## src/design/xcfr_pkg.sv

```systemverilog
// Package for the XOR-checked frame receiver.
// Holds result kinds, register indexes and framing constants; no dependencies.
`default_nettype none

package xcfr_pkg;

    localparam int unsigned BYTE_W = 8;

    // The frame length field counts eight bytes of framing beyond the payload.
    localparam logic [15:0] LENGTH_OVERHEAD = 16'd8;

    typedef logic [BYTE_W-1:0] byte_t;

    typedef enum logic [1:0] {
        KIND_PAYLOAD   = 2'd0,
        KIND_GOOD      = 2'd1,
        KIND_MISMATCH  = 2'd2,
        KIND_LEN_ERROR = 2'd3
    } kind_t;

    typedef enum logic [1:0] {
        REG_HEADER_FIRST  = 2'd0,
        REG_HEADER_SECOND = 2'd1,
        REG_MAX_PAYLOAD   = 2'd2
    } reg_index_t;

    localparam byte_t HEADER_FIRST_RESET  = 8'h00;
    localparam byte_t HEADER_SECOND_RESET = 8'h00;
    localparam byte_t MAX_PAYLOAD_RESET   = 8'hFF;

endpackage

`default_nettype wire

```

## src/design/xor_checked_frame_receiver.sv

```systemverilog
// Top level of the XOR-checked frame receiver: input word register, frame
// parser state and result register. Depends on xcfr_pkg.
`default_nettype none

// Usage
//   The input channel (in_valid, in_ready, rx_byte) carries one received
//   serial byte per word. The block hunts for a two-byte header, reads a
//   big-endian frame length, an opcode, the payload, a check byte and two
//   trailer bytes. Every payload byte produces one result word, and the
//   second trailer byte produces a frame status word (good or mismatch).
//   A bad frame length produces a length-error word and restarts the hunt.
//   Bytes that produce no result are consumed silently.
//   The configuration port (cfg_write, cfg_index, cfg_data) sets the two
//   header bytes and the largest accepted payload length; the user must
//   write it only while no bytes are in flight (not enforced by the block).
//   Writes to an unused index are ignored. An accepted byte is parsed, and
//   its word presented, once the result register is free or being emptied.
//   Throughput: one byte per cycle while out_ready is high. The parser state
//   updates per byte, so the only limit is the one-entry result register.
//   When the receiver stalls, the result register holds its word and the
//   input register fills; in_ready then drops until out_ready returns.
//   Reset clears the parser to header hunting, empties both registers and
//   restores the configuration defaults.
module xor_checked_frame_receiver
(
    input  wire logic                 clk,
    input  wire logic                 rst_n,
    input  wire logic                 cfg_write,
    input  wire logic [1:0]           cfg_index,
    input  wire xcfr_pkg::byte_t      cfg_data,
    input  wire logic                 in_valid,
    output logic                      in_ready,
    input  wire xcfr_pkg::byte_t      rx_byte,
    output logic                      out_valid,
    input  wire logic                 out_ready,
    output logic [1:0]                kind,
    output xcfr_pkg::byte_t           byte_value,
    output xcfr_pkg::byte_t           byte_index,
    output xcfr_pkg::byte_t           opcode,
    output xcfr_pkg::byte_t           payload_length,
    output xcfr_pkg::byte_t           received_check,
    output xcfr_pkg::byte_t           computed_check
);

    import xcfr_pkg::*;

    typedef enum logic [3:0] {
        PH_HUNT1   = 4'd0,
        PH_HUNT2   = 4'd1,
        PH_LENHI   = 4'd2,
        PH_LENLO   = 4'd3,
        PH_OPCODE  = 4'd4,
        PH_PAYLOAD = 4'd5,
        PH_CHECK   = 4'd6,
        PH_TRAIL1  = 4'd7,
        PH_TRAIL2  = 4'd8
    } phase_t;

    // Configuration registers.
    byte_t header_first_reg;
    byte_t header_second_reg;
    byte_t max_payload_reg;

    // Input word register.
    logic  in_full_reg;
    byte_t in_byte_reg;

    // Frame parser state.
    phase_t phase_reg, phase_next;
    byte_t  length_high_reg, length_high_next;
    byte_t  plen_reg, plen_next;
    byte_t  count_reg, count_next;
    byte_t  check_run_reg, check_run_next;
    byte_t  opcode_reg, opcode_next;
    byte_t  check_byte_reg, check_byte_next;

    // Result register.
    logic  out_full_reg;
    kind_t kind_reg, kind_next;
    byte_t value_reg, value_next;
    byte_t index_reg, index_next;
    byte_t op_out_reg, op_out_next;
    byte_t plen_out_reg, plen_out_next;
    byte_t rchk_out_reg, rchk_out_next;
    byte_t cchk_out_reg, cchk_out_next;
    logic  emit;

    logic        advance;
    logic [15:0] frame_len;
    logic [15:0] frame_plen;
    logic        len_bad;
    byte_t       count_inc;
    byte_t       run_xor;

    // The parser consumes the held byte whenever the result slot is free or
    // being emptied this cycle.
    assign advance  = in_full_reg && (!out_full_reg || out_ready);
    assign in_ready = !in_full_reg || advance;

    assign frame_len  = {length_high_reg, in_byte_reg};
    assign frame_plen = frame_len - LENGTH_OVERHEAD;
    assign len_bad    = (frame_len < LENGTH_OVERHEAD)
                     || (frame_plen > {8'd0, max_payload_reg});
    assign count_inc  = count_reg + 8'd1;
    assign run_xor    = check_run_reg ^ in_byte_reg;

    always_comb
    begin
        phase_next       = phase_reg;
        length_high_next = length_high_reg;
        plen_next        = plen_reg;
        count_next       = count_reg;
        check_run_next   = check_run_reg;
        opcode_next      = opcode_reg;
        check_byte_next  = check_byte_reg;
        emit             = 1'b0;
        kind_next        = KIND_PAYLOAD;
        value_next       = '0;
        index_next       = '0;
        op_out_next      = '0;
        plen_out_next    = '0;
        rchk_out_next    = '0;
        cchk_out_next    = '0;

        case (phase_reg)
            PH_HUNT2:
            begin
                // A wrong second byte is not retried as a first header byte.
                phase_next = (in_byte_reg == header_second_reg) ? PH_LENHI : PH_HUNT1;
            end
            PH_LENHI:
            begin
                length_high_next = in_byte_reg;
                phase_next       = PH_LENLO;
            end
            PH_LENLO:
            begin
                if (len_bad)
                begin
                    phase_next = PH_HUNT1;
                    emit       = 1'b1;
                    kind_next  = KIND_LEN_ERROR;
                end
                else
                begin
                    plen_next      = frame_plen[7:0];
                    check_run_next = length_high_reg ^ in_byte_reg;
                    count_next     = '0;
                    phase_next     = PH_OPCODE;
                end
            end
            PH_OPCODE:
            begin
                opcode_next    = in_byte_reg;
                check_run_next = run_xor;
                phase_next     = (plen_reg == 8'd0) ? PH_CHECK : PH_PAYLOAD;
            end
            PH_PAYLOAD:
            begin
                check_run_next = run_xor;
                count_next     = count_inc;
                if (count_inc >= plen_reg)
                begin
                    phase_next = PH_CHECK;
                end
                emit          = 1'b1;
                kind_next     = KIND_PAYLOAD;
                value_next    = in_byte_reg;
                index_next    = count_reg;
                op_out_next   = opcode_reg;
                plen_out_next = plen_reg;
                cchk_out_next = run_xor;
            end
            PH_CHECK:
            begin
                check_byte_next = in_byte_reg;
                phase_next      = PH_TRAIL1;
            end
            PH_TRAIL1:
            begin
                phase_next = PH_TRAIL2;
            end
            PH_TRAIL2:
            begin
                phase_next    = PH_HUNT1;
                emit          = 1'b1;
                kind_next     = (check_run_reg == check_byte_reg) ? KIND_GOOD : KIND_MISMATCH;
                op_out_next   = opcode_reg;
                plen_out_next = plen_reg;
                rchk_out_next = check_byte_reg;
                cchk_out_next = check_run_reg;
            end
            default:
            begin
                // Hunting for the first header byte; unused codes land here too.
                phase_next = (in_byte_reg == header_first_reg) ? PH_HUNT2 : PH_HUNT1;
            end
        endcase
    end

    always_ff @(posedge clk or negedge rst_n)
    begin
        if (!rst_n)
        begin
            header_first_reg  <= HEADER_FIRST_RESET;
            header_second_reg <= HEADER_SECOND_RESET;
            max_payload_reg   <= MAX_PAYLOAD_RESET;
            in_full_reg       <= 1'b0;
            in_byte_reg       <= '0;
            phase_reg         <= PH_HUNT1;
            length_high_reg   <= '0;
            plen_reg          <= '0;
            count_reg         <= '0;
            check_run_reg     <= '0;
            opcode_reg        <= '0;
            check_byte_reg    <= '0;
            out_full_reg      <= 1'b0;
            kind_reg          <= KIND_PAYLOAD;
            value_reg         <= '0;
            index_reg         <= '0;
            op_out_reg        <= '0;
            plen_out_reg      <= '0;
            rchk_out_reg      <= '0;
            cchk_out_reg      <= '0;
        end
        else
        begin
            if (cfg_write)
            begin
                case (cfg_index)
                    REG_HEADER_FIRST:  header_first_reg  <= cfg_data;
                    REG_HEADER_SECOND: header_second_reg <= cfg_data;
                    REG_MAX_PAYLOAD:   max_payload_reg   <= cfg_data;
                    default:           ;
                endcase
            end

            if (in_valid && in_ready)
            begin
                in_full_reg <= 1'b1;
                in_byte_reg <= rx_byte;
            end
            else if (advance)
            begin
                in_full_reg <= 1'b0;
            end

            if (advance)
            begin
                phase_reg       <= phase_next;
                length_high_reg <= length_high_next;
                plen_reg        <= plen_next;
                count_reg       <= count_next;
                check_run_reg   <= check_run_next;
                opcode_reg      <= opcode_next;
                check_byte_reg  <= check_byte_next;
            end

            if (advance && emit)
            begin
                out_full_reg <= 1'b1;
                kind_reg     <= kind_next;
                value_reg    <= value_next;
                index_reg    <= index_next;
                op_out_reg   <= op_out_next;
                plen_out_reg <= plen_out_next;
                rchk_out_reg <= rchk_out_next;
                cchk_out_reg <= cchk_out_next;
            end
            else if (out_ready)
            begin
                out_full_reg <= 1'b0;
            end
        end
    end

    assign out_valid      = out_full_reg;
    assign kind           = kind_reg;
    assign byte_value     = value_reg;
    assign byte_index     = index_reg;
    assign opcode         = op_out_reg;
    assign payload_length = plen_out_reg;
    assign received_check = rchk_out_reg;
    assign computed_check = cchk_out_reg;

endmodule

`default_nettype wire

```

## config.mk

```make
export PLATFORM = sky130hd
export DESIGN_NAME = xor_checked_frame_receiver
export DESIGN_NICKNAME = d
export VERILOG_FILES = /design/src/design/xcfr_pkg.sv /design/src/design/xor_checked_frame_receiver.sv
export SDC_FILE = /design/constraint.sdc
export NUM_CORES = 1
export LEC_CHECK = 0
export BUFFER_PORTS_ARGS = -buffer_cell sky130_fd_sc_hd__buf_2
export CORE_MARGIN = 2
export CORE_UTILIZATION = 59
export DETAILED_ROUTE_END_ITERATION = 10
export GPL_TIMING_DRIVEN = 1
export PLACE_DENSITY_LB_ADDON = 0.1
export SLEW_MARGIN = 20
export SYNTH_ARGS = -nofsm -noshare
export SYNTH_HDL_FRONTEND = slang
export SYNTH_SLANG_ARGS = --single-unit
```

## constraint.sdc

```tcl
create_clock -name clk -period 4.4 [get_ports clk]
set_input_delay 0.44 -clock clk [delete_from_list [all_inputs] [get_ports clk]]
set_output_delay 0.44 -clock clk [all_outputs]
set_load 0.05 [all_outputs]
```

==> results.json, run 1 <==
{
  "status": "complete, no violations",
  "p_per_area_nw_per_um2": 681,
  "critical_path_class": "flop to flop",
  "die_area_um2": 13000,
  "drive_gt1_share_pct": 25.5,
  "drt_iter0_markers": 617,
  "clock_sinks": 136,
  "yosysWarnings": 0,
  "maxSlewHeadroom_pct": 37.5,
  "grt_usage_pct": 29.6,
  "ys_types": 63,
  "clkTransAtPathRegs_ns": 0.06,
  "rsz0062_at_grt": "false",
  "crit_arrival_ns": 3.64,
  "synthFlopType": "dfrtp_1",
  "grt_overflow": 0,
  "critPathRequiredTime_ns": 4.69,
  "synth_nets": 746,
  "reg2reg_depth": 12,
  "pwr-share-clk_pct": 23.1,
  "placementRows": 40,
  "drc": 0,
  "fin_crit_sh_pct": 76.0,
  "clk_latency_ns": 0.43,
  "finalSetupViolCount": 0,
  "post_cts_buffers": 0,
  "layout.nets": 803,
  "fmax_ghz": 0.299,
  "clk_path_buf_depth": 2,
  "power.share.sequential_pct": 36.7,
  "num_vias": 5756,
  "critPathCapture": "computed_check[6]",
  "hpwlAfterDp_um": 12500,
  "clockRootBuffer": "clkbuf_16",
  "largest_reg_flops": 16,
  "cts_tree": "built",
  "start_util_pct": 60.1,
  "r2r_end": "computed_check[6]",
  "hold_violations": 0,
  "grt_pass1_vias": 5369,
  "instances_no_fill": 922,
  "h-tree-depth": 4,
  "maxCapViolCount": 0,
  "synth.most_common_cell": "dfrtp_1",
  "p_int_uw": 3190,
  "syn_area_um2": 7150,
  "drt.antenna.violating_nets": 0,
  "irDropWorstVdd_mv": 0.323,
  "min_period_ns": 3.34,
  "endpoint_kind": "flop",
  "antenna_found_initial": 0,
  "min_path_type": "input pin to async pin",
  "synth_edf_count": 0,
  "cp-start-kind": "flop",
  "setup_slack_ns": 1.06,
  "grt_max_degree": 104,
  "p_sw_share_pct": 42.2,
  "ys_top_cells_by_count": "dfrtp_1, nand2_1, mux2_2, a22oi_1, o21ai_1",
  "skew_ns": 0.00521,
  "setup_tns_ns": 0,
  "yosys.area.top_type": "dfrtp_1",
  "syn_avg_cell_area_um2": 10.1,
  "hold_buffers": 0,
  "leakage_uw": 0.00362,
  "synth_seq_cells": 136,
  "critPathMaxFanout": 34,
  "r2r_slack_ns": 1.06,
  "die_height_um": 114,
  "first_pass_iters": 5,
  "die_x_um": 114,
  "cts_buffers": 17,
  "syn_inst": 705,
  "p_switching_uw": 2330,
  "grt_pass1_wl_um": 29300,
  "cts_resized": 0,
  "io_pins": 75,
  "ys_seq_area_share_pct": 47.7,
  "crit_start": "in_byte_reg[4]",
  "postSynth.asyncResetShare_pct": 100,
  "yosys.area.top_type_share_pct": 44.8,
  "portBuffers": 74,
  "wl_per_cell_um": 20.0,
  "maxSlewViolCount": 0,
  "via_per_inst": 6.24,
  "dp.cells": 890,
  "diodes": 0,
  "wirelength_um": 18400,
  "yosys-top-cells-area": "dfrtp_1, mux2_2, nand2_1",
  "combPwrFrac_pct": 40.2,
  "syn2layout_area_growth_pct": 13.4,
  "r2r-start": "in_byte_reg[4]",
  "worst_slew_pin_slew_ns": 0.938,
  "dp_slack_ns": 1.10,
  "core_um2": 11900,
  "gp_congestion": 0.914
}
-- power by group through the flow --
| stage | Clock, µW | Combinational, µW | Sequential [µW] |
|---|---|---|---|
| 2_1_floorplan | 0 | 1260 | 2420 |
| 3_3_place_gp | 0 | 2160 | 2020 |
| 3_5_place_dp | 0 | 2210 | 2040 |
| 4_1_cts | 1300 | 2220 | 2020 |
| 5_1_grt | 1360 | 2400 | 2070 |
| 6_report | 1280 | 2220 | 2030 |
-- worst min-delay path by stage --
stage / slack (ns) / start / end / cells past startpoint
final: 0.12 / rst_n / received_check[3] / 1
after global placement: 0.49 / opcode_reg[7] / opcode[7] / 2
after floorplan: 0.14 / rst_n / byte_index[0] / 0
after CTS: 0.18 / rst_n / received_check[4] / 1
after global routing: 0.21 / rst_n / computed_check[6] / 1
after detailed placement: 0.50 / opcode_reg[6] / opcode_reg[6] / 1
-- cells by family after synthesis --
| family | share of synthesized area [%] |
|---|---|
| flip-flops | 47.7 |
| multiplexers | 8.50 |
| AO/OA/AOI/OAI | 17.8 |
| adder cells (fa/ha/maj) | 3.15 |
| buffers and inverters | 4.74 |
| XOR/XNOR | 4.04 |
| AND/OR/NAND/NOR | 14.0 |
-- metrics by stage --
step                area, µm²  total power (µW)  util [%]  hold WS (ns)
detailed placement       7580              4250      63.6         0.495
CTS                      8110              5540      68.1         0.176
global route             8110              5830      68.1         0.207
finish                   8110              5530      68.1         0.121
global placement         7580              4180      63.6         0.486
floorplan                7150              3690         -         0.144
-- area by class of cell --
cell class / instances / area, µm²
repair buffers: 89 / 489
well taps: 147 / 184
flip-flops and latches: 136 / 3410
inverters: 23 / 86.3
multi-input cells: 495 / 3410
clock inverters: 9 / 52.6
clock buffers: 23 / 478
fillers: 956 / 3800
-- worst max-delay path: stages (launching register included) --
cell and delay [ns]:
dfrtp_1 0.46, inv_1 0.17, ha_1 0.27, nand2_1 0.10, xnor2_1 0.21, ha_1 0.30
nand4_1 0.17, nor2b_1 0.08, o21ai_0 0.47, nor3_4 0.15, nor2_4 0.27, buf_4 0.40
o21ai_0 0.15
-- cells in the final DEF, fill, tap and decap left out, types with 3 or more instances in the layout --
cell,count
xnor2_1,28
a221oi_1,8
nor2b_1,4
o22ai_1,3
clkbuf_16,17
clkinv_2,6
a22oi_1,42
inv_1,23
nand4_1,6
nor3_1,9
a21oi_1,25
a21o_1,3
nor2_1,16
o31ai_1,5
dfrtp_1,128
clkinvlp_4,3
o211a_1,3
buf_2,73
buf_4,15
xor2_1,5
o221a_2,5
clkbuf_1,3
a22o_1,5
nand3_1,15
clkbuf_8,3
ha_1,18
mux2_2,54
o2bb2ai_1,3
and2_1,3
and3_1,14
nor4_1,3
nand2_1,98
o21ai_1,40
dfstp_2,8
nand2b_1,6
o21ai_0,32
nand3b_1,4
-- metal layers --
| metal | GRT usage [%] | part of all wire, % | routed length (µm) | up-vias |
|---|---|---|---|---|
| met2 | 45.3 | 47 | 8630 | 259 |
| li1 | - | - | - | 2657 |
| met3 | 5.72 | 6.0 | 1100 | 59 |
| met1 | 40.3 | 43 | 7990 | 2781 |
| met4 | 15.2 | 3.9 | 711 | 0 |
| met5 | 0 | 0 | 0 | - |
Note: power is estimated with default switching activity, not from simulation.
==> run 2, diff against run 1 <==
Clock period 4.4 ns to 3.25 ns, I/O delays scaled along.
==> run 2 against run 1 <==
Hold slack better by 0.0089 ns. Highest routed layer unchanged. Power grew 41%. Maximum frequency rose by 14%. Via count increased by 0.78%. Non-clock buffer count up 10. Clock power up 59%. Cell count up 1.1%.
==> results.json, run 2 (synthesized netlist as in run 1, its figures left out) <==
{
  "die_x_um": 114,
  "die_height_um": 114,
  "dp.cells": 899,
  "io_pins": 75,
  "drt_iter0_markers": 790,
  "rsz0062_at_grt": "false",
  "leakage_uw": 0.00371,
  "clkTransAtPathRegs_ns": 0.06,
  "grt_max_degree": 86,
  "critPathRequiredTime_ns": 3.55,
  "maxCapViolCount": 0,
  "status": "complete, no violations",
  "largest_reg_flops": 16,
  "wirelength_um": 18300,
  "finalSetupViolCount": 0,
  "layout.nets": 813,
  "critPathSlowestCell": "dfrtp_1",
  "cpPeakStageDelay_ns": 0.44,
  "grt_pass1_wl_um": 29500,
  "fmax_ghz": 0.340,
  "cts_buffers": 17,
  "clk_latency_ns": 0.42,
  "worst_slew_pin_slew_ns": 0.827,
  "post_dp_cell_area_um2": 7670,
  "skew_ns": 0.00780,
  "grt_pass1_vias": 5606,
  "first_pass_iters": 5,
  "path_common_cell": "ha_1",
  "min_path_type": "input pin to flop",
  "fin_crit_sh_pct": 90.5,
  "top_usage_layer": "met2",
  "diodes": 0,
  "use_met3_pct": 5.24,
  "h-tree-depth": 4,
  "clk_path_buf_depth": 2,
  "endpoint_kind": "flop",
  "maxSlewViolCount": 0,
  "antenna_found_initial": 0,
  "irDropWorstVdd_mv": 0.461,
  "start_util_pct": 60.1,
  "drive_gt1_share_pct": 26.4,
  "critical_path_class": "flop to flop",
  "crit_chain": "inv_1 -> ha_1 -> nand2_1 -> xnor2_1 -> ha_1 -> nand4_1 -> nor2b_1 -> o21ai_1 -> nor3_4 -> nor2_4 -> buf_12 -> o21ai_0",
  "die_area_um2": 13000,
  "syn2layout_area_growth_pct": 16.1,
  "hold_violations": 0,
  "critPathMaxFanout": 34,
  "grt_use_met1_pct": 39.3,
  "setup_tns_ns": 0,
  "crit_arrival_ns": 3.24,
  "grt_overflow": 0,
  "min_period_ns": 2.94,
  "p_per_area_nw_per_um2": 940,
  "cp-start-kind": "flop",
  "layout_commonest_cell": "dfrtp_1",
  "hpwlAfterDp_um": 12500,
  "maxSlewHeadroom_pct": 44.1,
  "gp_congestion": 0.896,
  "via_per_inst": 6.22,
  "clock_sinks": 136,
  "use_met2_pct": 48.0,
  "core_um2": 11900,
  "placementRows": 40,
  "num_vias": 5801,
  "dp_slack_ns": 0.220,
  "setup_slack_ns": 0.308,
  "reg2reg_depth": 12,
  "instances_no_fill": 932,
  "layout_common_cells": "dfrtp_1, nand2_1, buf_2",
  "portBuffers": 74,
  "final_cell_area_um2": 8300,
  "postLayoutCoreUtil_pct": 69.7,
  "wl_per_cell_um": 19.6,
  "grt_usage_pct": 29.7,
  "drt.antenna.violating_nets": 0,
  "cts_tree": "built",
  "drc": 0,
  "worstHoldPathCells": 2,
  "clockRootBuffer": "clkbuf_16"
}
[run 2: cell count changes in the layout (fill, tap and decap cells not counted), sizes merged]
| cell | delta |
|---|---|
| dlygate4sd3 | +1 |
| bufinv | +4 |
| clkinv | -4 |
| clkinvlp | +2 |
| clkbuf | -3 |
| buf | +9 |
| inv | +1 |
[run 2: where the power goes]
part	total, µW	leakage [µW]	switching, µW	internal, µW
Clock	2030	0.000289	724	1300
Sequential	2710	0.00159	510	2200
Combinational	3070	0.00183	1940	1130
[run 2: timing repair]
item,in CTS,in global routing
buffers inserted,0,0
setup endpoints to repair,0,39
hold endpoints to repair,34,0
hold buffers,1,0
resized for setup,0,1
[run 2: area by class of cell]
| class | count | area (µm²) |
|---|---|---|
| inverter | 23 | 86.3 |
| clock buffer | 20 | 447 |
| sequential | 136 | 3410 |
| timing repair buffer | 99 | 592 |
| multi-input combinational | 495 | 3410 |
| clock inverter | 12 | 176 |
| tap | 147 | 184 |
| fill | 916 | 3610 |
[run 2: worst paths after layout]
check	from	slack (ns)	endpoint
max	in_byte_reg[4]	0.31	computed_check[6]
min	in_valid	0.13	in_full_reg
max reg2reg	in_byte_reg[4]	0.31	computed_check[6]
min reg2reg	length_high_reg[3]	0.51	length_high_reg[3]
max in group asynchronous	rst_n	1.98	count_reg[5]
min in group asynchronous	rst_n	0.52	received_check[3]
[run 2: routing by layer]
layer	vias to the layer above	wire length (µm)	part of all wire, %
li1	2674	-	-
met1	2855	7660	42
met2	232	9100	50
met3	40	1050	5.7
met4	0	472	2.6
met5	-	0	0
[run 2: critical path, delay by kind of cell (launching register included)]
family,cells,cell delay (ns)
adders and majority gates,2,0.55
DFF,1,0.44
xor gates and xnor gates,1,0.26
AOI/OAI and AO/OA,2,0.45
buffers and inverters,2,0.34
and+or+nand+nor,5,0.75
[run 2: stage by stage]
| stage | power (µW) | hold WS (ns) |
|---|---|---|
| 2_1_floorplan | 4990 | 0.0294 |
| 4_1_cts | 7810 | 0.112 |
| 6_report | 7810 | 0.130 |
| 3_3_place_gp | 5660 | 0.421 |
| 3_5_place_dp | 5780 | 0.434 |
| 5_1_grt | 8240 | 0.135 |
==> run 3, diff against run 2 <==
Settings changed: MAX_ROUTING_LAYER from default to met4.
==> run 3 against run 2 <==
Clock-buffer cell count unchanged. Worst setup slack lost 0.0072 ns. First-iteration DRC count is 4.8% lower. Cell count unchanged. Largest cell class unchanged. Hold slack got worse by 0.0034 ns. Via count rose by 0.24%. Sequential power hardly changed. Global-route usage rose by 0.94 points. Clock power barely moved.
==> results.json, run 3 (synthesized netlist as in run 1, its figures left out) <==
{
  "status": "complete, no violations",
  "hold_violations": 0,
  "grt_max_degree": 86,
  "drc": 0,
  "drt.antenna.violating_nets": 0,
  "drive_gt1_share_pct": 26.4,
  "gp_congestion": 0.911,
  "syn2layout_area_growth_pct": 16.1,
  "postLayoutCoreUtil_pct": 69.7,
  "wl_per_cell_um": 19.6,
  "die_height_um": 114,
  "cts_tree": "built",
  "critPathMaxFanout": 34,
  "core_um2": 11900,
  "diodes": 0,
  "fin_crit_sh_pct": 90.8,
  "clock_sinks": 136,
  "num_vias": 5815,
  "clockRootBuffer": "clkbuf_16",
  "post_cts_buffers": 0,
  "cts_buffers": 17,
  "antenna_found_initial": 0,
  "clk_latency_ns": 0.43,
  "maxCapViolCount": 0,
  "worst_slew_pin_slew_ns": 0.852,
  "setup_tns_ns": 0,
  "crit_arrival_ns": 3.25,
  "dp_slack_ns": 0.220,
  "irDropWorstVdd_mv": 0.463,
  "critPathRequiredTime_ns": 3.55,
  "start_util_pct": 60.1,
  "leakage_uw": 0.00371,
  "skew_ns": 0.00905,
  "grt_usage_pct": 30.6,
  "layout.nets": 813,
  "rsz0062_at_grt": "false",
  "via_per_inst": 6.24,
  "hpwlAfterDp_um": 12500,
  "grt_pass1_wl_um": 29500,
  "clkTransAtPathRegs_ns": 0.06,
  "worst_hold_slack_ns": 0.126,
  "cp-start-kind": "flop",
  "maxSlewHeadroom_pct": 42.4,
  "wirelength_um": 18300,
  "finalSetupViolCount": 0,
  "setup_slack_ns": 0.300,
  "grt_pass1_vias": 5603,
  "multi_input_area_um2": 3410,
  "largest_reg_flops": 16,
  "first_pass_iters": 5,
  "grt_overflow": 0,
  "io_pins": 75,
  "seqCellArea_um2": 3410,
  "portBuffers": 74,
  "die_area_um2": 13000,
  "clk_path_buf_depth": 2,
  "maxSlewViolCount": 0,
  "placementRows": 40,
  "die_x_um": 114,
  "fillers": 916,
  "critical_path_class": "flop to flop",
  "drt_iter0_markers": 752,
  "fmax_ghz": 0.339,
  "min_period_ns": 2.95,
  "layout_commonest_cell": "dfrtp_1",
  "h-tree-depth": 4,
  "endpoint_kind": "flop",
  "p_per_area_nw_per_um2": 941,
  "layout_common_cells": "dfrtp_1, nand2_1, buf_2",
  "min_path_type": "input pin to flop"
}
[run 3: cell counts in the layout (fill, tap and decap cells not counted)]
No cell type changed its count.
[run 3: worst max-delay path, cell delays in order (launching register included)]
cell and delay, ns:
dfrtp_1 0.44, inv_1 0.10, ha_1 0.23, nand2_1 0.10, xnor2_1 0.26, ha_1 0.32, nand4_1 0.16, nor2b_1 0.08
o21ai_1 0.34, nor3_4 0.13, nor2_4 0.28, buf_12 0.24, o21ai_0 0.11
[run 3: worst paths after layout]
kind | slack, ns | end | start | depth (start not counted)
worst max-delay path | 0.30 | computed_check[6] | in_byte_reg[4] | 12
worst min-delay path | 0.13 | in_full_reg | in_valid | 2
worst max register to register | 0.30 | computed_check[6] | in_byte_reg[4] | 12
worst min register to register | 0.50 | opcode_reg[4] | opcode_reg[4] | 2
max in group asynchronous | 1.96 | plen_reg[3] | rst_n | 3
min in group asynchronous | 0.53 | received_check[3] | rst_n | 2
[run 3: what timing repair did]
action | 4_1_cts | 5_1_grt
endpoints found under the hold margin | 34 | 0
endpoints found under the setup margin | 0 | 39
resized for setup | 0 | 1
hold buffers | 1 | 0
[run 3: per-stage QoR]
step | instance area [µm²] | power (µW) | instances
2_1_floorplan | 7150 | 4990 | 705
3_3_place_gp | 7670 | 5660 | 899
3_5_place_dp | 7670 | 5780 | 899
4_1_cts | 8300 | 7810 | 932
5_1_grt | 8300 | 8240 | 932
6_report | 8300 | 7810 | 932
[run 3: layer usage]
layer | track usage (%) | part of all wire (%)
met5 | - | 0
met2 | 48.1 | 49
met3 | 5.45 | 5.9
met1 | 39.2 | 42
met4 | 13.5 | 2.9
[run 3: where the power goes]
group,internal [µW],leakage [µW],switching (µW),total (µW)
logic,1130,0.00183,1940,3070
clock network,1300,0.000289,725,2030
registers,2200,0.00159,511,2710
[run 3: cell type report]
class                   instances  share of cell area [%]
flip-flops and latches        136                    41.1
multi-input cells             495                    41.0
repair buffers                 99                    7.13
clock buffers                  20                    5.38
well taps                     147                    2.21
clock inverters                12                    2.12
inverters                      23                    1.04
